[src/rtl/core/keyt_pkg.sv]
// Shared types and constants of the key event tracker.
package keyt_pkg;

  localparam int KEYS        = 5;
  localparam int HOLD_WIDTH  = 32;
  localparam int COUNT_WIDTH = 8;

  localparam int PIN_KEYS  = 4;
  localparam int KEY_W     = (KEYS > 1) ? $clog2(KEYS) : 1;
  localparam int KEY_EXT_W = 5;
  localparam int ADD_W     = 9;
  localparam int SUM_W     = HOLD_WIDTH + ADD_W;
  localparam int TOUCH_KEY = KEYS - 1;
  localparam int LAST_PIN  = KEYS - 2;

  localparam logic [1:0] REQ_SCAN  = 2'd0;
  localparam logic [1:0] REQ_TOUCH = 2'd1;
  localparam logic [1:0] REQ_READ  = 2'd2;

  localparam logic [1:0] REG_ACTIVE_HIGH_MASK = 2'd0;
  localparam logic [1:0] REG_SCAN_PERIOD_MS   = 2'd1;
  localparam logic [1:0] REG_TOUCH_THRESHOLD  = 2'd2;

  localparam logic [3:0]  RST_ACTIVE_HIGH_MASK = 4'd8;
  localparam logic [7:0]  RST_SCAN_PERIOD_MS   = 8'd5;
  localparam logic [15:0] RST_TOUCH_THRESHOLD  = 16'd40;

  typedef struct packed {
    logic [1:0]  req_type;
    logic [3:0]  pin_levels;
    logic [15:0] capture_value;
    logic [2:0]  key_index;
  } in_item_t;

  typedef struct packed {
    logic        is_pressed;
    logic        went_down;
    logic        went_up;
    logic [31:0] hold_time_ms;
    logic [7:0]  release_count;
  } out_item_t;

  typedef struct packed {
    logic                   pressed;
    logic                   down;
    logic                   up;
    logic [HOLD_WIDTH-1:0]  hold;
    logic [COUNT_WIDTH-1:0] count;
  } key_rec_t;

endpackage

[src/rtl/core/key_event_tracker.sv]
// Top level of the key event tracker: sequencer, key state registers, ports.
//
// Tracks four pin keys and one capacitive touch key. The input channel
// (in_valid/in_ready/in_data) carries one request per transaction: a scan
// tick with raw pin levels, a touch capture with a charge-time count, or a
// read of one key's state. Only a read produces a transaction on the result
// channel (out_valid/out_ready/out_data); it returns the key's flags, hold
// time and release count and clears that key's down and up flags.
// Timing: a scan tick walks the pin keys one per cycle through the single
// shared update unit; a touch capture passes the touch key through the same
// unit, and a read loads the output register. in_ready is low while a
// request is being worked on.
// The result sits in an output register, so a new request is accepted while
// an earlier result still waits; a read that finds that register still full
// holds until the receiver takes the pending result.
// The configuration channel (cfg_valid/cfg_ready/cfg_index/cfg_data) is always
// ready; write it only while the block is idle. Indexes past the last register
// are dropped.
// Reset (rst_n low, synchronous) clears all key state and the output valid
// flag, and loads the register defaults: mask 8, scan period 5 ms, threshold 40.
module key_event_tracker (
  input  logic                clk,
  input  logic                rst_n,
  input  logic                in_valid,
  output logic                in_ready,
  input  keyt_pkg::in_item_t  in_data,
  output logic                out_valid,
  input  logic                out_ready,
  output keyt_pkg::out_item_t out_data,
  input  logic                cfg_valid,
  output logic                cfg_ready,
  input  logic [1:0]          cfg_index,
  input  logic [15:0]         cfg_data
);

  localparam logic [2:0] ST_IDLE  = 3'd0;
  localparam logic [2:0] ST_SCAN  = 3'd1;
  localparam logic [2:0] ST_TOUCH = 3'd2;
  localparam logic [2:0] ST_READ  = 3'd3;

  logic [2:0] state_r, state_nxt;
  logic [keyt_pkg::KEY_W-1:0] key_r, key_nxt;
  logic [3:0] pins_r;
  logic       touch_hit_r;

  logic [3:0]  mask_r;
  logic [7:0]  period_r;
  logic [15:0] thresh_r;

  keyt_pkg::key_rec_t keys_r [keyt_pkg::KEYS];
  keyt_pkg::key_rec_t cur_key;
  keyt_pkg::key_rec_t upd_key;

  logic                         out_valid_r;
  keyt_pkg::out_item_t          out_data_r;

  logic                         in_fire;
  logic                         out_free;
  logic                         sample_pressed;
  logic [keyt_pkg::ADD_W-1:0]   add_ms;
  logic [keyt_pkg::KEY_EXT_W-1:0] key_ext;
  logic [keyt_pkg::KEY_EXT_W-1:0] idx_ext;
  logic                         pin_level;
  logic                         pin_high_act;
  logic                         write_en;
  logic                         read_done;

  assign in_ready  = (state_r == ST_IDLE);
  assign in_fire   = in_valid && in_ready;
  assign cfg_ready = 1'b1;
  assign out_valid = out_valid_r;
  assign out_data  = out_data_r;
  assign out_free  = !out_valid_r || out_ready;

  assign cur_key = keys_r[key_r];
  assign key_ext = keyt_pkg::KEY_EXT_W'(key_r);
  assign idx_ext = keyt_pkg::KEY_EXT_W'(in_data.key_index);

  // Keys past the four pins see a low level with low-active sense.
  always_comb begin
    pin_level    = 1'b0;
    pin_high_act = 1'b0;
    if (key_ext < keyt_pkg::KEY_EXT_W'(keyt_pkg::PIN_KEYS)) begin
      pin_level    = pins_r[key_ext[1:0]];
      pin_high_act = mask_r[key_ext[1:0]];
    end
  end

  always_comb begin
    if (state_r == ST_TOUCH) begin
      sample_pressed = touch_hit_r;
      add_ms         = {period_r, 1'b0};
    end else begin
      sample_pressed = (pin_level == pin_high_act);
      add_ms         = keyt_pkg::ADD_W'(period_r);
    end
  end

  keyt_update u_update (
    .cur            (cur_key),
    .sample_pressed (sample_pressed),
    .add_ms         (add_ms),
    .nxt            (upd_key)
  );

  assign write_en  = (state_r == ST_SCAN) || (state_r == ST_TOUCH);
  assign read_done = (state_r == ST_READ) && out_free;

  // Sequencer: pick the start key on accept, advance through pin keys on scan.
  always_comb begin
    state_nxt = state_r;
    key_nxt   = key_r;
    case (state_r)
      ST_IDLE: begin
        if (in_fire) begin
          case (in_data.req_type)
            keyt_pkg::REQ_SCAN: begin
              state_nxt = ST_SCAN;
              key_nxt   = '0;
            end
            keyt_pkg::REQ_TOUCH: begin
              state_nxt = ST_TOUCH;
              key_nxt   = keyt_pkg::KEY_W'(keyt_pkg::TOUCH_KEY);
            end
            keyt_pkg::REQ_READ: begin
              state_nxt = ST_READ;
              key_nxt   = (idx_ext < keyt_pkg::KEY_EXT_W'(keyt_pkg::KEYS)) ?
                          keyt_pkg::KEY_W'(in_data.key_index) : '0;
            end
            default: begin
              state_nxt = ST_IDLE;
            end
          endcase
        end
      end
      ST_SCAN: begin
        if (key_r == keyt_pkg::KEY_W'(keyt_pkg::LAST_PIN)) begin
          state_nxt = ST_IDLE;
        end else begin
          key_nxt = key_r + keyt_pkg::KEY_W'(1);
        end
      end
      ST_TOUCH: begin
        state_nxt = ST_IDLE;
      end
      ST_READ: begin
        if (out_free) begin
          state_nxt = ST_IDLE;
        end
      end
      default: begin
        state_nxt = ST_IDLE;
      end
    endcase
  end

  always_ff @(posedge clk) begin
    if (!rst_n) begin
      state_r <= ST_IDLE;
      key_r   <= '0;
    end else begin
      state_r <= state_nxt;
      key_r   <= key_nxt;
    end
  end

  // Capture request operands; compare the touch count once on accept.
  always_ff @(posedge clk) begin
    if (in_fire) begin
      pins_r      <= in_data.pin_levels;
      touch_hit_r <= (in_data.capture_value > thresh_r);
    end
  end

  always_ff @(posedge clk) begin
    if (!rst_n) begin
      mask_r   <= keyt_pkg::RST_ACTIVE_HIGH_MASK;
      period_r <= keyt_pkg::RST_SCAN_PERIOD_MS;
      thresh_r <= keyt_pkg::RST_TOUCH_THRESHOLD;
    end else if (cfg_valid && cfg_ready) begin
      case (cfg_index)
        keyt_pkg::REG_ACTIVE_HIGH_MASK: mask_r   <= cfg_data[3:0];
        keyt_pkg::REG_SCAN_PERIOD_MS:   period_r <= cfg_data[7:0];
        keyt_pkg::REG_TOUCH_THRESHOLD:  thresh_r <= cfg_data;
        default: begin
        end
      endcase
    end
  end

  // Key state: write back the update unit, or clear flags after a read.
  always_ff @(posedge clk) begin
    if (!rst_n) begin
      for (int k = 0; k < keyt_pkg::KEYS; k++) begin
        keys_r[k] <= '0;
      end
    end else if (write_en) begin
      keys_r[key_r] <= upd_key;
    end else if (read_done) begin
      keys_r[key_r].down <= 1'b0;
      keys_r[key_r].up   <= 1'b0;
    end
  end

  always_ff @(posedge clk) begin
    if (!rst_n) begin
      out_valid_r <= 1'b0;
    end else if (read_done) begin
      out_valid_r <= 1'b1;
    end else if (out_ready) begin
      out_valid_r <= 1'b0;
    end
  end

  always_ff @(posedge clk) begin
    if (read_done) begin
      out_data_r.is_pressed    <= cur_key.pressed;
      out_data_r.went_down     <= cur_key.down;
      out_data_r.went_up       <= cur_key.up;
      out_data_r.hold_time_ms  <= 32'(cur_key.hold);
      out_data_r.release_count <= 8'(cur_key.count);
    end
  end

endmodule

[src/rtl/core/keyt_update.sv]
// Shared key update unit: one adder for hold time, one incrementer for release count.
module keyt_update (
  input  keyt_pkg::key_rec_t          cur,
  input  logic                        sample_pressed,
  input  logic [keyt_pkg::ADD_W-1:0]  add_ms,
  output keyt_pkg::key_rec_t          nxt
);

  logic [keyt_pkg::HOLD_WIDTH-1:0]  hold_base;
  logic [keyt_pkg::SUM_W-1:0]       hold_sum;
  logic [keyt_pkg::COUNT_WIDTH-1:0] count_inc;

  // A new press restarts the hold time from zero.
  assign hold_base = cur.pressed ? cur.hold : '0;
  assign hold_sum  = keyt_pkg::SUM_W'(hold_base) + keyt_pkg::SUM_W'(add_ms);
  assign count_inc = cur.count + keyt_pkg::COUNT_WIDTH'(1);

  always_comb begin
    nxt = cur;
    if (sample_pressed) begin
      nxt.pressed = 1'b1;
      if (!cur.pressed) begin
        nxt.down = 1'b1;
      end
      nxt.hold = hold_sum[keyt_pkg::HOLD_WIDTH-1:0];
    end else if (cur.pressed) begin
      nxt.pressed = 1'b0;
      nxt.up      = 1'b1;
      // Skip zero on wrap.
      nxt.count   = (count_inc == '0) ? keyt_pkg::COUNT_WIDTH'(1) : count_inc;
    end
  end

endmodule
[config.mk]
export PLATFORM = sky130hd
export DESIGN_NAME = key_event_tracker
export DESIGN_NICKNAME = d
export VERILOG_FILES = /design/src/rtl/core/keyt_pkg.sv /design/src/rtl/core/key_event_tracker.sv /design/src/rtl/core/keyt_update.sv
export SDC_FILE = /design/constraint.sdc
export NUM_CORES = 1
export LEC_CHECK = 0
export BUFFER_PORTS_ARGS = -buffer_cell sky130_fd_sc_hd__clkbuf_2
export CORE_ASPECT_RATIO = 0.8
export CORE_MARGIN = 2
export CORE_UTILIZATION = 61
export DETAILED_ROUTE_END_ITERATION = 6
export GPL_TIMING_DRIVEN = 0
export PLACE_DENSITY = 0.79
export SLEW_MARGIN = 15
export SYNTH_ARGS = -nofsm -noshare
export SYNTH_HDL_FRONTEND = slang
export SYNTH_SLANG_ARGS = --single-unit
[constraint.sdc]
create_clock -name clk -period 12.3 [get_ports clk]
set_clock_uncertainty 0.2 [all_clocks]
set_input_delay 0 -clock clk [delete_from_list [all_inputs] [get_ports clk]]
set_output_delay 0 -clock clk [all_outputs]
set_load 0.01 [all_outputs]
; Word level (Yosys, flattened, before mapping)
; Memories as Yosys holds them, arrays and structs flattened. A register that Yosys moved wholly into a read port is not among the register bits.
; Cells that the tools add are included.
[word_totals]
register_bits = 83
ramBits = 215
rom_bits = 0
mem_count = 1
output_inout_bits = 46
latchBits = 0
[memory_table]
columns = name, words, width, read_ports, rd_clocked_by_memory_dff, write_ports, line_no
row1 = keys_r, 5, 43, 1, 1, 5, key_event_tracker.sv:50  ; keyt_pkg::key_rec_t keys_r [keyt_pkg::KEYS];
[classes]
bitwise_logic = 2
eq_ne = 14
n_mux = 45
div = 0
n_lt_le_gt_ge = 4
reduce_logical = 17
n_shift = 0
n_mul = 0
n_addsub = 3
[ops]
columns = cell, count
row1 = $mux 32, 2
row2 = $mux 43, 1
row3 = $reduce_or 43->1, 1
row4 = $add 32x9->32, 1
row5 = $mux 3, 10
row6 = $mux 8, 3
row7 = $mux 1, 22
row8 = $pmux 3 s3, 2
row9 = $gt 16x16->1, 1
row10 = $eq 3x2->1 const B, 3
row11 = $mux 9, 1
row12 = $add 8x1->8 const B, 1
row13 = $logic_not 8->1, 1
row14 = $lt 3x3->1 const B, 2
row15 = $pmux 2 s3, 1
row16 = $pmux 3 s2, 1
row17 = $reduce_and 2->1, 3
row18 = $bmux 1 s2, 2
row19 = $eq 2x1->1 const B, 2
row20 = $eq 2x2->1 const B, 2
row21 = $logic_not 2->1, 2
row22 = $ne 2x1->1 const B, 2
row23 = $ne 2x2->1 const B, 2
row24 = $ne 4x1->1 const B, 1
row25 = 12 further kinds, 16

; Logic depth before layout (Yosys ltp)
; Gate-level depths: netlist (run 1).
[depth]
ltp_word = 10
mapped_depth = 19
mapped_depth_nobuf = 12

; Cells and area by module
; From an unflattened synthesis (run 1), not the netlist that was laid out.
[unflattened]
hier_cells = 1290
hier_area_um2 = 19862.8
[modules_own_cells]
columns = mod, area_each_um2, cells_per_inst, instances
row1 = key_event_tracker, 18327.6, 1062, 1
row2 = keyt_update, 1535.2, 228, 1

; Worst setup path before layout (run 1)
; Ideal clock, no wire load.
[synth_path]
kind = register to register
start = register with a tool-made name
end = memory keys_r[5][24] in the netlist's numbering, data pin
path_buffers = 7
arrival_ns = 4.228
path_slack_ns = 7.598
path_stages_with_launch = 20
path_cell_list = dfxtp_1 > buf_6 > buf_12 > buf_12 > buf_12 > buf_4 > buf_2 > mux4_2 > mux2i_1 > nor2_1 > ha_1 > fa_1 > a211o_1 > a21o_1 > nand3_1 > a31oi_1 > clkbuf_1 > and4_1 > a211oi_2 > inv_1
[synth_lines]
columns = element, line_no
row1 = end: declaration, key_event_tracker.sv:50

==> results of run 1 <==
layout by cell type, fill, tap and decap left out, types with 8 or more instances in the layout:
cell type | netlist | layout
dfxtp_1 | 37 | 37
nor2_1 | 212 | 210
mux2_2 | 20 | 20
o21ai_0 | 31 | 31
o211ai_1 | 9 | 9
clkbuf_1 | 50 | 58
mux4_2 | 67 | 67
clkinv_1 | 0 | 13
mux2i_1 | 50 | 50
a21boi_0 | 17 | 17
buf_2 | 11 | 11
edfxtp_1 | 392 | 392
nand2_1 | 103 | 98
ha_1 | 36 | 36
clkbuf_16 | 0 | 45
and3_1 | 11 | 10
nand4_1 | 15 | 15
nand3_1 | 12 | 12
dlygate4sd3_1 | 0 | 55
nor2b_1 | 20 | 19
clkbuf_2 | 0 | 92
a211oi_1 | 9 | 9
nor3_1 | 20 | 20
a21oi_1 | 56 | 56
and2_1 | 8 | 8
mux4_1 | 15 | 15
xnor2_1 | 15 | 15
inv_1 | 86 | 86
final cells by class:
cell class                 count  area, um^2  area share
sequential                   429       12500       0.544
multi-input combinational    841        6640       0.289
clock buffer                  53        1160      0.0502
timing repair buffer         152        1130      0.0489
tap                          427         534      0.0232
buffer                        83         480      0.0209
inverter                      87         327      0.0142
clock inverter                25         234      0.0102
layer usage:
layer  vias up  GRT usage  wire length (um)
li1       5760          -                 -
met1      6578      0.432             20100
met2       944      0.481             23800
met3       167     0.0816              6300
met4         0      0.108              1840
met5         -          0                 0
where the power goes:
part | total [uW] | internal, uW | switching [uW]
clock | 1310 | 770 | 545
sequential | 1760 | 1740 | 21.3
combinational | 1070 | 347 | 719
flip-flops by register name, indices dropped and copies added (netlist names), named ones only:
register	flops
touch_hit_r	1
key_r	3
period_r	8
mask_r	4
thresh_r	16
out_data	43
state_r	2
keys_r	344
out_valid	1
pins_r	4
logic make-up (layout without fill, tap and decap cells):
| family | after synthesis | in the layout | share of synthesized area |
|---|---|---|---|
| AOI/OAI and AO/OA | 185 | 185 | 0.0612 |
| buffers and inverters | 170 | 400 | 0.0406 |
| adders and majority gates | 37 | 37 | 0.0236 |
| xor gates and xnor gates | 22 | 22 | 0.00968 |
| muxes | 156 | 156 | 0.136 |
| other | 1 | 1 | 0.000188 |
| and+or+nand+nor | 440 | 440 | 0.100 |
| DFF | 429 | 429 | 0.629 |
path summary, 6_finish.rpt:
| check | end | slack, ps | cells past startpoint |
|---|---|---|---|
| worst max-delay path | keys_r[6][36]$_DFFE_PP_ | 5110 | 17 |
| worst min-delay path | thresh_r[14]$_SDFFE_PN0P_ | 50 | 4 |
| worst max register to register | keys_r[6][36]$_DFFE_PP_ | 5110 | 17 |
| worst min register to register | thresh_r[10]$_SDFFE_PN0P_ | 260 | 2 |
per-stage QoR:
| stage | utilization | cell area, um^2 | setup WS [ps] |
|---|---|---|---|
| final | 0.712 | 23000 | 5110 |
| after global routing | 0.712 | 23000 | 4880 |
| after CTS | 0.712 | 23000 | 5470 |
| after detailed placement | 0.652 | 21100 | 5550 |
| after global placement | 0.646 | 20900 | 5690 |
| after floorplan | - | 19900 | 7600 |
worst max-delay path: cells and delay by family (launching register included):
family / cells / cell delay [ps]
compound gates: 4 / 1540
fa+ha+maj: 2 / 490
buf+inv: 6 / 3120
flops: 1 / 320
mux: 1 / 360
simple gates: 4 / 800
timing repair:
| action | in CTS | in global routing |
|---|---|---|
| gates resized for setup | 0 | 0 |
| setup buffers | 0 | 0 |
| hold buffers | 55 | 0 |
| endpoints found under the hold margin | 77 | 0 |
==> results.yml, run 1 <==
timing:
  rsz0062_at_grt: "no"
  fin_tns_setup_ps: 0
  fin_crit_sh: 0.584
  setup_viol: 0
  whs_ps: 54.6
  relSlewSlack: 0.209
  drv_slew: 0
  tightest_slew_ps: 1190
  clock.fmax_ghz: 0.139
  hold_violations: 0
  min_period_ps: 7190
clock_tree:
  htreeDepth: 2
  cts_root_buffer: "clkbuf_16"
  insertion_delay_ps: 550
  clock-sinks: 429
  clk_path_buf_depth: 3
  cts_tree: "yes"
  clkTransAtPathRegs_ps: 60
  cts-buffers-inserted: 43
placement:
  place_congestion: 0.914
  numPlacedInstances: 1964
  io_buffers: 92
  dpl.hpwl_um: 33300
global_route:
  grt_pass1_vias: 13405
  grt_util_all_layers: 0.311
  grt_pass1_wl_um: 77800
  grt_overflow_total: 0
  antenna_found_initial: 0
  grt_max_degree: 42
synth:
  synthTopCellsByArea: "edfxtp_1, mux4_2, nor2_1"
  yosys-top-cells-count: "edfxtp_1, nor2_1, nand2_1"
  ys_warn_count: 0
  async_reset_ff_frac: 0
  synth_most_common_cell: "edfxtp_1"
  synth_cells: 1440
  synth_area_um2: 19900
  synth_top_area_share: 0.592
  postSynthAreaPerCell_um2: 13.8
  synth-edff-count: 392
  ys_types: 77
  yosys.area.top_type: "edfxtp_1"
  syn-num-nets: 1525
  synth_seq_area_share: 0.629
  ys.flop_type: "edfxtp_1"
  ys_seq_elements: 429
detailed_routing:
  routed_wl_um: 52000
  drc_errors: 0
  viasPerCell: 6.41
  vias: 13449
  ant_nets: 0
  drt-pass1-iter-count: 6
  wl_per_cell_um: 24.8
  drt_iter0_drc: 1772
worst_setup_path:
  timing.critical_path.slowest_stage_cell: "clkbuf_1"
  cp_slowest_stage_delay_ps: 940
  critical_path_class: "reg2reg"
  arrival_ps: 7230
  crit_required_ps: 12340
  endpoint_kind: "flop"
  start_kind: "flop"
  critical_path.max_fanout: 10
  path_cells: "clkbuf_8 > buf_2 > buf_2 > buf_1 > clkbuf_1 > mux2i_1 > nor2_1 > ha_1 > fa_1 > a211o_1 > a21o_1 > nand3_1 > a31oi_1 > clkbuf_1 > nand4_1 > o21ai_0 > nand2_1"
pwr:
  power_density_nw_per_um2: 180
  vdd_ir_drop_max_mv: 0.141
  power.leakage_uw: 0.00854
  total_power_uw: 4140
worst_hold_path:
  worstHoldStart: "cfg_data[14]"
  min-delay-path-class: "in2reg"
die:
  start_util: 0.615
  rows: 59
  fp.dieW_um: 206
  coreArea_um2: 32300
  die_y_um: 166
  ios: 94
  dieArea_um2: 34100
layout:
  final_nets: 1722
  fin_cells: 2097
  fillers: 2079
  antennaDiodeCount: 0
  final_layout_size_suffix_gt1_frac: 0.179
  area_growth_pct: 15.7
outcome:
  status: "finished, final reports clean"
job:
  maxCapViolCount: 0
No activity file was read; power rests on OpenSTA's default activity.
==> run 2: changes to the inputs <==
--- a/config.mk
+++ b/config.mk
@@ -5,13 +5,14 @@
 export SDC_FILE = /design/constraint.sdc
 export NUM_CORES = 1
 export LEC_CHECK = 0
+export ABC_AREA = 1
 export BUFFER_PORTS_ARGS = -buffer_cell sky130_fd_sc_hd__clkbuf_2
 export CORE_ASPECT_RATIO = 0.8
 export CORE_MARGIN = 2
-export CORE_UTILIZATION = 61
+export CORE_UTILIZATION = 56
 export DETAILED_ROUTE_END_ITERATION = 6
 export GPL_TIMING_DRIVEN = 0
-export PLACE_DENSITY = 0.79
+export PLACE_DENSITY = 0.77
 export SLEW_MARGIN = 15
 export SYNTH_ARGS = -nofsm -noshare
 export SYNTH_HDL_FRONTEND = slang
==> constraint.sdc (replaced) <==
create_clock -name clk -period 5.86 [get_ports clk]
set_clock_uncertainty 0.2 [all_clocks]
set_input_delay 0 -clock clk [delete_from_list [all_inputs] [get_ports clk]]
set_output_delay 0 -clock clk [all_outputs]
set_load 0.01 [all_outputs]
==> results.yml, run 2 <==
die:
  die_y_um: 176
  fp.dieW_um: 218
  start_util: 0.571
  dieArea_um2: 38300
  coreArea_um2: 36100
  ios: 94
  rows: 62
global_route:
  grt_overflow_total: 0
  grt_pass1_vias: 16255
  grt_max_degree: 42
  grt_util_all_layers: 0.327
  grt_pass1_wl_um: 93900
  antenna_found_initial: 1
worst_setup_path:
  start_kind: "flop"
  rr_endpoint: "keys_r[2][34]$_SDFFCE_PN0P_"
  endpoint_kind: "flop"
  critical_path.max_fanout: 10
  crit_required_ps: 5930
  r2r_setup_slack_ps: 220
  ff2ff_path_depth: 25
  critical_path_class: "reg2reg"
  arrival_ps: 5710
worst_hold_path:
  worstHoldStart: "cfg_data[0]"
  holdPathStages: 4
  min_to: "mask_r[0]$_SDFFE_PN0P_"
  min-delay-path-class: "in2reg"
clock_tree:
  cts_root_buffer: "clkbuf_16"
  insertion_delay_ps: 560
  cts-buffers-inserted: 43
  htreeDepth: 2
  clock-sinks: 429
  clkTransAtPathRegs_ps: 60
  post_cts_buffers: 0
  clk_path_buf_depth: 3
  cts_tree: "yes"
timing:
  hold_violations: 0
  min_period_ps: 5640
  drv_slew: 0
  fin_crit_sh: 0.962
  setup_viol: 0
  rsz0062_at_grt: "no"
  whs_ps: 79.4
  relSlewSlack: 0.167
  tightest_slew_ps: 1230
  clock.fmax_ghz: 0.177
synth:
  ys.flop_type: "edfxtp_1"
  ys_warn_count: 0
  syn-num-nets: 2315
  postSynthAreaPerCell_um2: 9.24
  synth_seq_area_share: 0.607
  synth_cells: 2230
  synth-edff-count: 392
  synth_area_um2: 20600
  synthTopCellsByArea: "edfxtp_1, nand2_1, nor2_1"
  yosys.area.top_type: "edfxtp_1"
  ys_types: 41
  synth_most_common_cell: "nand2_1"
  ys_seq_elements: 429
  async_reset_ff_frac: 0
  yosys-top-cells-count: "nand2_1, nor2_1, edfxtp_1"
  synth_top_area_share: 0.571
layout:
  final_layout_size_suffix_gt1_frac: 0.121
  largest_register: "keys_r"
  most-common-layout-cells: "nand2_1, nor2_1, edfxtp_1, inv_1, o21ai_0"
  largest_register_ffs: 344
  final_common_cell: "nand2_1"
  finalInstanceArea_um2: 23900
  fin_cells: 2943
  regArea_um2: 12500
  multiInputGateArea_um2: 6750
  area_growth_pct: 16.0
  fillers: 2712
  final_nets: 2514
placement:
  dpl-instance-area_um2: 21900
  place_congestion: 0.942
  io_buffers: 92
  numPlacedInstances: 2810
  dpl.hpwl_um: 40500
job:
  maxCapViolCount: 0
pwr:
  vdd_ir_drop_max_mv: 0.317
  power_density_nw_per_um2: 424
  power.leakage_uw: 0.00978
detailed_routing:
  viasPerCell: 5.83
  wl_per_cell_um: 21.1
  drt-pass1-iter-count: 7
  drc_errors: 2
  routed_wl_um: 62000
  ant_nets: 0
  vias: 17144
  drt_iter0_drc: 2418
outcome:
  status: "complete, but fails checks"
  violations: "design-rule violations"
run 2: worst max path at each step:
stage / to / slack [ps] / cells past startpoint
floorplan: keys_r[5][40]$_DFFE_PP_ / 1870 / 6
global placement: keys_r[6][40]$_DFFE_PP_ / -550 / 6
detailed placement: keys_r[7][22]$_DFFE_PP_ / 210 / 21
CTS: keys_r[7][22]$_DFFE_PP_ / 170 / 21
global route: keys_r[4][26]$_SDFFCE_PN0P_ / 20 / 25
finish: keys_r[2][34]$_SDFFCE_PN0P_ / 220 / 25
run 2: through the flow:
step	TNS (ps)	total power [uW]	util	worst slack, ps
after global routing	0	10500	0.663	16.6
after CTS	0	9980	0.663	166
after floorplan	0	6040	-	1870
final	0	10100	0.663	220
after global placement	-11850	7070	0.601	-549
after detailed placement	0	7180	0.608	205
run 2: critical path, cell delays in order (launching register included):
cell,delay [ps]
dfxtp_1,410
inv_2,210
buf_2,360
buf_2,340
buf_2,270
o21ai_0,100
o22ai_1,160
inv_1,50
o21ai_0,900
inv_1,110
nor2_1,140
ha_1,210
nand3_1,90
nand2_1,150
nand2_1,90
nand2_1,90
nand2_1,60
nand2_1,60
nand4_1,200
nor2_2,370
buf_4,260
nand3_1,90
nand2_1,70
nand2_1,150
inv_2,130
nor2_1,50
run 2: timing repair:
| item | CTS | global route |
|---|---|---|
| gates resized for setup | 0 | 2 |
| hold buffers | 55 | 0 |
| hold endpoints to repair | 82 | 0 |
| setup endpoints to repair | 0 | 54 |
run 2: report_power, final:
part	internal (uW)	total (uW)	switching, uW
sequential	3770	3830	61.2
clock	1660	2820	1160
combinational	845	3470	2630
run 2: kinds of logic after synthesis:
| group | synth area share |
|---|---|
| fa+ha+maj | 0.0228 |
| simple gates | 0.217 |
| other cells | 0.000182 |
| buf+inv | 0.0689 |
| xor+xnor | 0.00468 |
| flops | 0.607 |
| compound gates | 0.0790 |
run 2: per-layer routing:
layer  GRT usage  part of all wire  wire length [um]  up-vias
li1            -                 -                 -     7778
met1       0.462              0.38             23700     7996
met2       0.496              0.44             27300     1161
met3      0.0750              0.14              8600      209
met4       0.121             0.039              2390        0
met5           0                 0                 0        -
run 2: cell type report:
class / instances / area share
Antenna cell: 1 / 0.000105
Clock buffer: 52 / 0.0482
Buffer: 106 / 0.0240
Timing Repair Buffer: 155 / 0.0502
Sequential cell: 429 / 0.523
Multi-Input combinational cell: 1470 / 0.282
Clock inverter: 26 / 0.0114
Tap cell: 480 / 0.0251
Inverter: 224 / 0.0352
==> run 3: changes to the inputs <==
--- a/config.mk
+++ b/config.mk
@@ -5,13 +5,11 @@
 export SDC_FILE = /design/constraint.sdc
 export NUM_CORES = 1
 export LEC_CHECK = 0
-export ABC_AREA = 1
 export BUFFER_PORTS_ARGS = -buffer_cell sky130_fd_sc_hd__clkbuf_2
 export CORE_ASPECT_RATIO = 0.8
 export CORE_MARGIN = 2
 export CORE_UTILIZATION = 56
 export DETAILED_ROUTE_END_ITERATION = 6
-export GPL_TIMING_DRIVEN = 0
 export PLACE_DENSITY = 0.77
 export SLEW_MARGIN = 15
 export SYNTH_ARGS = -nofsm -noshare
==> results.yml, run 3 (synthesis results as in run 1) <==
detailed_routing:
  drt_iter0_drc: 1531
  ant_nets: 0
  routed_wl_um: 47300
  drc_errors: 0
  wl_per_cell_um: 22.8
  vias: 12637
  viasPerCell: 6.10
  drt-pass1-iter-count: 7
die:
  rows: 61
  die_y_um: 173
  dieArea_um2: 37100
  coreArea_um2: 34900
  start_util: 0.570
  ios: 94
  fp.dieW_um: 215
worst_setup_path:
  endpoint_kind: "flop"
  path_cells: "buf_4 > mux4_2 > mux2i_1 > nor2_1 > ha_1 > o21ai_0 > o21bai_1 > and2_1 > o31a_1 > nand4_2 > o21ai_0 > nand2_1"
  crit_cells: 12
  rr_endpoint: "keys_r[5][37]$_DFFE_PP_"
  timing.critical_path.slowest_stage_cell: "dfxtp_4"
  ff2ff_path_depth: 12
  cp_num_buf_inv: 1
  critical_path_class: "reg2reg"
  crit_path_end: "keys_r[5][37]$_DFFE_PP_"
  arrival_ps: 4900
  r2r_setup_slack_ps: 1010
  cpMostUsedCell: "o21ai_0"
  cpLargestDelayFamily: "compound AO/OA/AOI/OAI gates"
  critical_path.max_fanout: 25
  cp_slowest_stage_delay_ps: 580
  start_kind: "flop"
  crit_required_ps: 5910
placement:
  pre_cts_ws_ps: 1050
  numPlacedInstances: 1949
  dpl.hpwl_um: 27700
  place_congestion: 0.866
  io_buffers: 92
clock_tree:
  post_cts_buffers: 0
  clock-sinks: 429
  cts_tree: "yes"
  cts-buffers-inserted: 43
  cts_root_buffer: "clkbuf_16"
  htreeDepth: 2
  insertion_delay_ps: 550
  clk_path_buf_depth: 3
  clkTransAtPathRegs_ps: 60
global_route:
  grt_max_degree: 50
  grt_pass1_wl_um: 73100
  grt_util_all_layers: 0.258
  antenna_found_initial: 0
  grt_pass1_vias: 12699
  grt_overflow_total: 0
pwr:
  total_power_uw: 8570
  clock_power_share: 0.332
  p_sw_frac: 0.296
  intPower_uw: 6030
  vdd_ir_drop_max_mv: 0.200
  seqPwrFrac: 0.437
  power_density_nw_per_um2: 379
  power_frac_comb: 0.231
  power.leakage_uw: 0.00838
  p_sw_uw: 2540
timing:
  timing.final.ws_setup_ps: 1010
  clock.fmax_ghz: 0.206
  rsz0062_at_grt: "no"
  fin_tns_setup_ps: 0
  setup_viol: 0
  min_period_ps: 4850
  relSlewSlack: 0.246
  tightest_slew_ps: 1130
  fin_crit_sh: 0.827
  hold_violations: 0
  drv_slew: 0
worst_hold_path:
  min-delay-path-class: "in2reg"
layout:
  antennaDiodeCount: 0
  most-common-layout-cells: "edfxtp_1, nor2_1, nand2_1, clkbuf_2, inv_1"
  area_growth_pct: 13.7
  final_nets: 1650
  largest_register_ffs: 344
  final_layout_size_suffix_gt1_frac: 0.192
  final_common_cell: "edfxtp_1"
  postLayoutCoreUtil: 0.649
  largest_register: "keys_r"
  fin_cells: 2071
job:
  maxCapViolCount: 0
outcome:
  status: "finished, final reports clean"
==> run 3: power by group through the flow <==
stage          logic [uW]  clock network (uW)  registers, uW
2_1_floorplan        1450                   0           3750
3_3_place_gp         1850                   0           3810
3_5_place_dp         1910                   0           3810
4_1_cts              1950                2870           3750
5_1_grt              2150                2990           3760
6_report             1980                2840           3750
==> run 3: how the worst min path moves through the flow <==
stage / cells past startpoint / end / start
2_1_floorplan: 0 / pins_r[0]$_DFFE_PP_ / in_data[19]
3_3_place_gp: 1 / pins_r[1]$_DFFE_PP_ / in_data[20]
3_5_place_dp: 1 / pins_r[1]$_DFFE_PP_ / in_data[20]
4_1_cts: 2 / mask_r[3]$_SDFFE_PN1P_ / rst_n
5_1_grt: 4 / thresh_r[13]$_SDFFE_PN0P_ / cfg_data[13]
6_report: 4 / thresh_r[15]$_SDFFE_PN0P_ / cfg_data[15]
==> run 3: routing by layer <==
metal	global-route usage	routed length, um
met5	0	0
met4	0.0848	1380
met3	0.0410	4140
met2	0.416	22500
met1	0.363	19300
==> run 3: area by class of cell <==
| class | instances | area (um^2) |
|---|---|---|
| clock inverters | 23 | 274 |
| flip-flops and latches | 429 | 12500 |
| multi-input cells | 841 | 6630 |
| repair buffers | 163 | 1100 |
| fillers | 2477 | 12300 |
| well taps | 472 | 591 |
| clock buffers | 56 | 1190 |
| inverters | 87 | 327 |
==> run 3: worst register-to-register path: cells and delay by family, from the launching register on <==
kind	cells	cell delay, ps
AOI/OAI and AO/OA	4	1280
adders and majority gates	1	370
buffers and inverters	1	510
DFF	1	580
muxes	2	920
and+or+nand+nor	4	690
==> run 3: what timing repair did <==
action	in CTS	in global routing
resized for setup	0	0
hold buffers	43	0
endpoints found under the hold margin	47	0
==> run 3: stage by stage <==
step	hold WS, ps	instance area [um^2]
2_1_floorplan	-101	19900
3_3_place_gp	-16.0	20700
3_5_place_dp	-20.3	20700
4_1_cts	9.73	22600
5_1_grt	77.1	22600
6_report	45.0	22600
